[config.mk]
export PLATFORM = sky130hd
export DESIGN_NAME = fbte_cmd_fifo
export DESIGN_NICKNAME = d
export VERILOG_FILES = /design/src/hw/rtl/fbte_pkg.sv /design/src/hw/rtl/fbte_cmd_fifo.sv
export SDC_FILE = /design/constraint.sdc
export NUM_CORES = 1
export LEC_CHECK = 0
export BUFFER_PORTS_ARGS = -buffer_cell sky130_fd_sc_hd__buf_4
export CAP_MARGIN = 10
export CORE_ASPECT_RATIO = 0.6
export CORE_MARGIN = 2
export CORE_UTILIZATION = 56
export CTS_CLUSTER_SIZE = 12
export DETAILED_ROUTE_END_ITERATION = 10
export PLACE_DENSITY = 0.82
export SETUP_SLACK_MARGIN = 0.3
export SLEW_MARGIN = 20
export SYNTH_ARGS = -nofsm -noshare
export SYNTH_HDL_FRONTEND = slang
export SYNTH_SLANG_ARGS = --single-unit
[constraint.sdc]
create_clock -name i_clk -period 10.87 [get_ports i_clk]
set_input_delay 0 -clock i_clk [delete_from_list [all_inputs] [get_ports i_clk]]
set_output_delay 0 -clock i_clk [all_outputs]
set_load 0.02 [all_outputs]
[src/hw/rtl/fbte_pkg.sv]
// ----------------------------------------------------------------------------
// fbte_pkg
// Shared types, operation codes and the 5x7 font table of the framebuffer
// text engine.
// ----------------------------------------------------------------------------
package fbte_pkg;

    // Default display size in pixels.
    localparam int DEF_WIDTH  = 128;
    localparam int DEF_HEIGHT = 64;

    // Operation codes carried in the kind field.
    localparam logic [2:0] KIND_CLEAR = 3'd0;
    localparam logic [2:0] KIND_SET   = 3'd1;
    localparam logic [2:0] KIND_RESET = 3'd2;
    localparam logic [2:0] KIND_GLYPH = 3'd3;
    localparam logic [2:0] KIND_READ  = 3'd4;

    // Printable character range covered by the font.
    localparam logic [7:0] GLYPH_FIRST = 8'd32;
    localparam logic [7:0] GLYPH_LAST  = 8'd126;
    localparam int         GLYPH_CNT   = 95;
    localparam int         GLYPH_COLS  = 5;

    // Decoded command passed from the front end to the execution unit.
    // For pixel and read operations col and row are already clamped.
    typedef struct packed {
        logic [2:0]  kind;
        logic [7:0]  col;
        logic [7:0]  row;
        logic [39:0] glyph;
    } t_cmd;

    // Font table: one row per character, column 0 in the top byte.
    localparam logic [39:0] GLYPH_ROM [GLYPH_CNT] = '{
        40'h0000000000, 40'h00002F0000, 40'h0007000700, 40'h147F147F14,
        40'h242A7F2A12, 40'h2313086462, 40'h3649552250, 40'h0005030000,
        40'h001C224100, 40'h0041221C00, 40'h14083E0814, 40'h08083E0808,
        40'h0040300000, 40'h0808080808, 40'h0060600000, 40'h2010080402,
        40'h3E5149453E, 40'h00427F4000, 40'h4261514946, 40'h2141494F31,
        40'h1814127F10, 40'h2745454539, 40'h3C4A494930, 40'h0171090503,
        40'h3649494936, 40'h064949291E, 40'h0036360000, 40'h0036360000,
        40'h0814224100, 40'h1414141414, 40'h0041221408, 40'h0201510906,
        40'h324979413E, 40'h7E1111117E, 40'h7F49494936, 40'h3E41414122,
        40'h7F4141221C, 40'h7F49494941, 40'h7F09090901, 40'h3E4149497A,
        40'h7F0808087F, 40'h417F410000, 40'h2040413F01, 40'h7F08142241,
        40'h7F40404040, 40'h7F2018207F, 40'h7F300E017F, 40'h3E4141413E,
        40'h7F1111110E, 40'h3E4151215E, 40'h7F1111314E, 40'h3249494926,
        40'h01017F0101, 40'h3F4040403F, 40'h070870_0807, 40'h3F4038403F,
        40'h6314081463, 40'h0304780403, 40'h6151494543, 40'h007F414100,
        40'h0204081020, 40'h0041417F00, 40'h0402010204, 40'h4040404040,
        40'h0001020400, 40'h2054545478, 40'h7F44444438, 40'h3844444428,
        40'h384444447F, 40'h3854545418, 40'h087E090102, 40'h18A4A4A47C,
        40'h7F08040478, 40'h00447D4000, 40'h2040443D00, 40'h7F08142241,
        40'h00417F4000, 40'h7C04180478, 40'h7C08040478, 40'h3844444438,
        40'hFC24242418, 40'h18242424FC, 40'h7C08040408, 40'h4854545420,
        40'h043F444020, 40'h7C4040207C, 40'h0E1020100E, 40'h7C2018207C,
        40'h6C10106C00, 40'h6C10100E00, 40'h4C54545464, 40'h0008364100,
        40'h00007F0000, 40'h0041360800, 40'h0C52527C00
    };

endpackage

[src/hw/rtl/fbte_cmd_fifo.sv]
// ----------------------------------------------------------------------------
// fbte_cmd_fifo
// Two-entry command queue between the front end and the execution unit.
// ----------------------------------------------------------------------------
module fbte_cmd_fifo (
    input  logic           i_clk,
    input  logic           i_rst_n,
    input  logic           i_push,
    input  fbte_pkg::t_cmd i_cmd,
    input  logic           i_pop,
    output fbte_pkg::t_cmd o_cmd,
    output logic           o_full,
    output logic           o_empty
);
    import fbte_pkg::*;

    t_cmd       r_slot [2];
    logic       r_wr_ptr;
    logic       r_rd_ptr;
    logic [1:0] r_count;
    logic [1:0] n_count;

    // Occupancy tracking.
    always_comb begin
        n_count = r_count;
        if (i_push && !i_pop) begin
            n_count = r_count + 2'd1;
        end else if (i_pop && !i_push) begin
            n_count = r_count - 2'd1;
        end
    end

    always_ff @(posedge i_clk) begin
        if (!i_rst_n) begin
            r_wr_ptr <= 1'b0;
            r_rd_ptr <= 1'b0;
            r_count  <= 2'd0;
        end else begin
            r_count <= n_count;
            if (i_push) begin
                r_wr_ptr <= !r_wr_ptr;
            end
            if (i_pop) begin
                r_rd_ptr <= !r_rd_ptr;
            end
        end
    end

    // Storage slots need no reset.
    always_ff @(posedge i_clk) begin
        if (i_push) begin
            r_slot[r_wr_ptr] <= i_cmd;
        end
    end

    assign o_cmd   = r_slot[r_rd_ptr];
    assign o_full  = (r_count == 2'd2);
    assign o_empty = (r_count == 2'd0);

endmodule

==> key figures <==
Outcome
  • Outcome: complete, no violations

Critical path
  • R2R cell count: 2
  • Crit. End Element: output port
  • WS Path Type: flip-flop to output port
  • R2r setup slk: 8.97 ns
  • Critical Path AT: between 2 and 2.5 ns
  • Worst-path maximum fanout: 35
  • Worst path required time: approximately 11 ns
  • CP startpoint kind: flip-flop

STA
  • Setup Skew: 0.00532 ns
  • Fmax achieved: ~430 MHz
  • Final period util: 21.6%
  • Final setup viols: 0
  • Relative max-transition margin: approximately 53%
  • Pin slew with the least headroom to its limit: around 0.7 ns
  • Setup TNS: 0 ns
  • Final hold slack: 0.323 ns
  • Endpoints failing hold: 0
  • Final min period: 2.35 ns
  • RSZ-0062 raised after global routing: false
  • Slew Viols, Final: 0

Synth
  • Register area share after synthesis: around four fifths
  • Syn Nets: between 200 and 300
  • Seq cells post-synth: around 120
  • Cell variety after synth: 18
  • Synth warnings: 0
  • Avg Cell Area, Syn: 21.9 sq um
  • Mapped cell area: 4520 sq um
  • Post-Synthesis Cells: 206

Placed design
  • Port bufs: around 120
  • HPWL Detailed: roughly 5300 um
  • Placer Congestion: just under 0.8

Floorplanning
  • Die Area: 8830 sq um
  • I/O pins: ~120
  • Area of the core: roughly 8000 sq um
  • Die H: approximately 74 um
  • Row count: 25
  • Initial Util: a little under three fifths
  • Die width: roughly 120 um

Finish
  • Layout Nets: about 470
  • Layout cells sized above 1: between 50% and 60%
  • # diodes: 0
  • Layout area overhead: 48.8%

Power and ir drop
  • P_leak: around 2.6 nW
  • VDD IR max: ~0.15 mV
  • Pwr dens: 184 nW/um^2

Clock network
  • CTS tree: done
  • Number of buffers created by CTS: 17
  • Skew-Pair Late Insertion Delay: between 0.4 and 0.5 ns
  • Clock Tree Root: clkbuf_16
  • Longest Clk Path Bufs: 2
  • Clock-pin slew on the worst setup and hold paths: about 0.050 ns
  • CTS HTree Levels: 4
  • Sink Count: ~120

Route
  • DRT iter0 DRCs: roughly 160
  • Wire per inst: between 15 and 20 um
  • Routed vias: about 2700
  • Routed WL: 9940 um
  • Remaining antenna violation count: 0
  • DRC: 0
  • Pre-antenna DRT Iters: 4
  • Vias/cell: ~5.1

Flow run
  • Max_cap viols: 0

Global routing
  • Initial antenna violation count: 0
  • Total GRT Usage: 23.7%
  • Total grt overflow: 0
  • Largest net degree at the start of global routing: 38
  • First-pass GRT wire length: between 10000 and 15000 um
  • Vias in the first global route: 2810

Worst hold path
  • Hold Path Depth: 2
  • HP Class: input port to flip-flop
==> layout make-up <==
class | count | area (sq um)
clock buffer | 18 | 429
timing repair buffer | 189 | 1580
multi-input combinational | 75 | 823
fill | 368 | 1130
sequential | 123 | 3640
tap | 108 | 135
inverter | 1 | 3.75
clock inverter | 14 | 110
==> synthesized netlist by cell type <==
cell / instances / area share [%]
mux2_4: 10 / 3.3
dfxtp_1: 5 / 2.2
and2_1: 4 / 0.55
buf_8: 1 / 0.33
buf_6: 2 / 0.50
o21a_1: 1 / 0.17
edfxtp_1: 118 / 78
or3_1: 1 / 0.14
o21ai_0: 1 / 0.11
buf_2: 4 / 0.44
xnor2_1: 1 / 0.19
ha_1: 1 / 0.28
xor2_1: 2 / 0.39
nor2_1: 1 / 0.083
a21boi_1: 1 / 0.17
inv_1: 1 / 0.083
nor2b_1: 3 / 0.42
mux2_2: 49 / 12
==> per-stage QoR <==
step	cell area (sq um)	instances	util (%)	worst slack, ns	power (mW)
after floorplan	4520	206	-	7.43	0.648
after global placement	5550	433	70.7	8.94	0.710
after detailed placement	5550	433	70.7	8.93	0.714
after CTS	6720	528	85.6	8.49	1.24
after global routing	6720	528	85.6	8.42	1.27
final	6720	528	85.6	8.52	1.24
==> flip-flops by register name, indices dropped and copies added (netlist names), named ones only <==
register / cells
r_slot: 118
r_count: 2
r_rd_ptr: 1
r_wr_ptr: 1
==> where the power goes <==
| part | switching [mW] | internal [mW] | total, mW | leakage [nW] |
|---|---|---|---|---|
| clock network | 0.185 | 0.328 | 0.513 | 0.267 |
| registers | 0.0117 | 0.548 | 0.560 | 1.15 |
| logic | 0.0787 | 0.0873 | 0.166 | 1.19 |
==> cell usage in the layout (no fill, tap or decap) <==
| master | synthesis | routed |
|---|---|---|
| buf_4 | 0 | 126 |
| clkbuf_1 | 0 | 1 |
| dfxtp_2 | 0 | 1 |
| and2_2 | 0 | 1 |
| bufinv_16 | 0 | 2 |
| inv_1 | 1 | 1 |
| mux2_2 | 49 | 49 |
| clkbuf_16 | 0 | 17 |
| nor2b_1 | 3 | 2 |
| mux2_4 | 10 | 10 |
| nor2_1 | 1 | 1 |
| o21ai_0 | 1 | 1 |
| a21boi_1 | 1 | 1 |
| o21a_1 | 1 | 1 |
| xor2_1 | 2 | 2 |
| xnor2_1 | 1 | 1 |
| clkinv_2 | 0 | 4 |
| ha_1 | 1 | 1 |
| or3_1 | 1 | 1 |
| edfxtp_1 | 118 | 118 |
| nor2b_4 | 0 | 1 |
| and2_1 | 4 | 3 |
| dlygate4sd3_1 | 0 | 63 |
| dfxtp_1 | 5 | 4 |
| clkinv_1 | 0 | 8 |
==> critical path: stages (launching register included) <==
cell     delay, ns
dfxtp_2       0.77
buf_4         0.52
mux2_2        0.43
buf_4         0.17
==> path summary, 6_finish.rpt <==
check                                endpoint       start
worst max-delay path                o_cmd[39]   flip-flop
worst min-delay path             r_slot[1][5]    i_cmd[5]
worst max register to register  r_slot[1][14]    r_wr_ptr
worst min register to register     r_count[1]  r_count[1]
==> routing by layer <==
metal	up-vias	GRT usage, %	wire length [um]
met5	-	0	0
met3	20	8.00	641
li1	1215	-	-
met1	1315	27.8	3950
met2	123	39.6	5120
met4	0	12.9	222
==> timing repair <==
| action | in CTS | in global routing |
|---|---|---|
| resized for setup | 0 | 0 |
| endpoints found under the hold margin | 123 | 0 |
| hold buffers | 63 | 0 |
| buffers inserted | 0 | 0 |
==> cell families after synthesis <==
kind of cell / after synthesis / synth area share [%]
adder cells (fa/ha/maj): 1 / 0.277
buffers and inverters: 8 / 1.36
flip-flops: 123 / 80.6
XOR/XNOR: 3 / 0.582
AO/OA/AOI/OAI: 3 / 0.443
AND/OR/NAND/NOR: 9 / 1.19
multiplexers: 59 / 15.5
(Power assumes the default switching activity.)
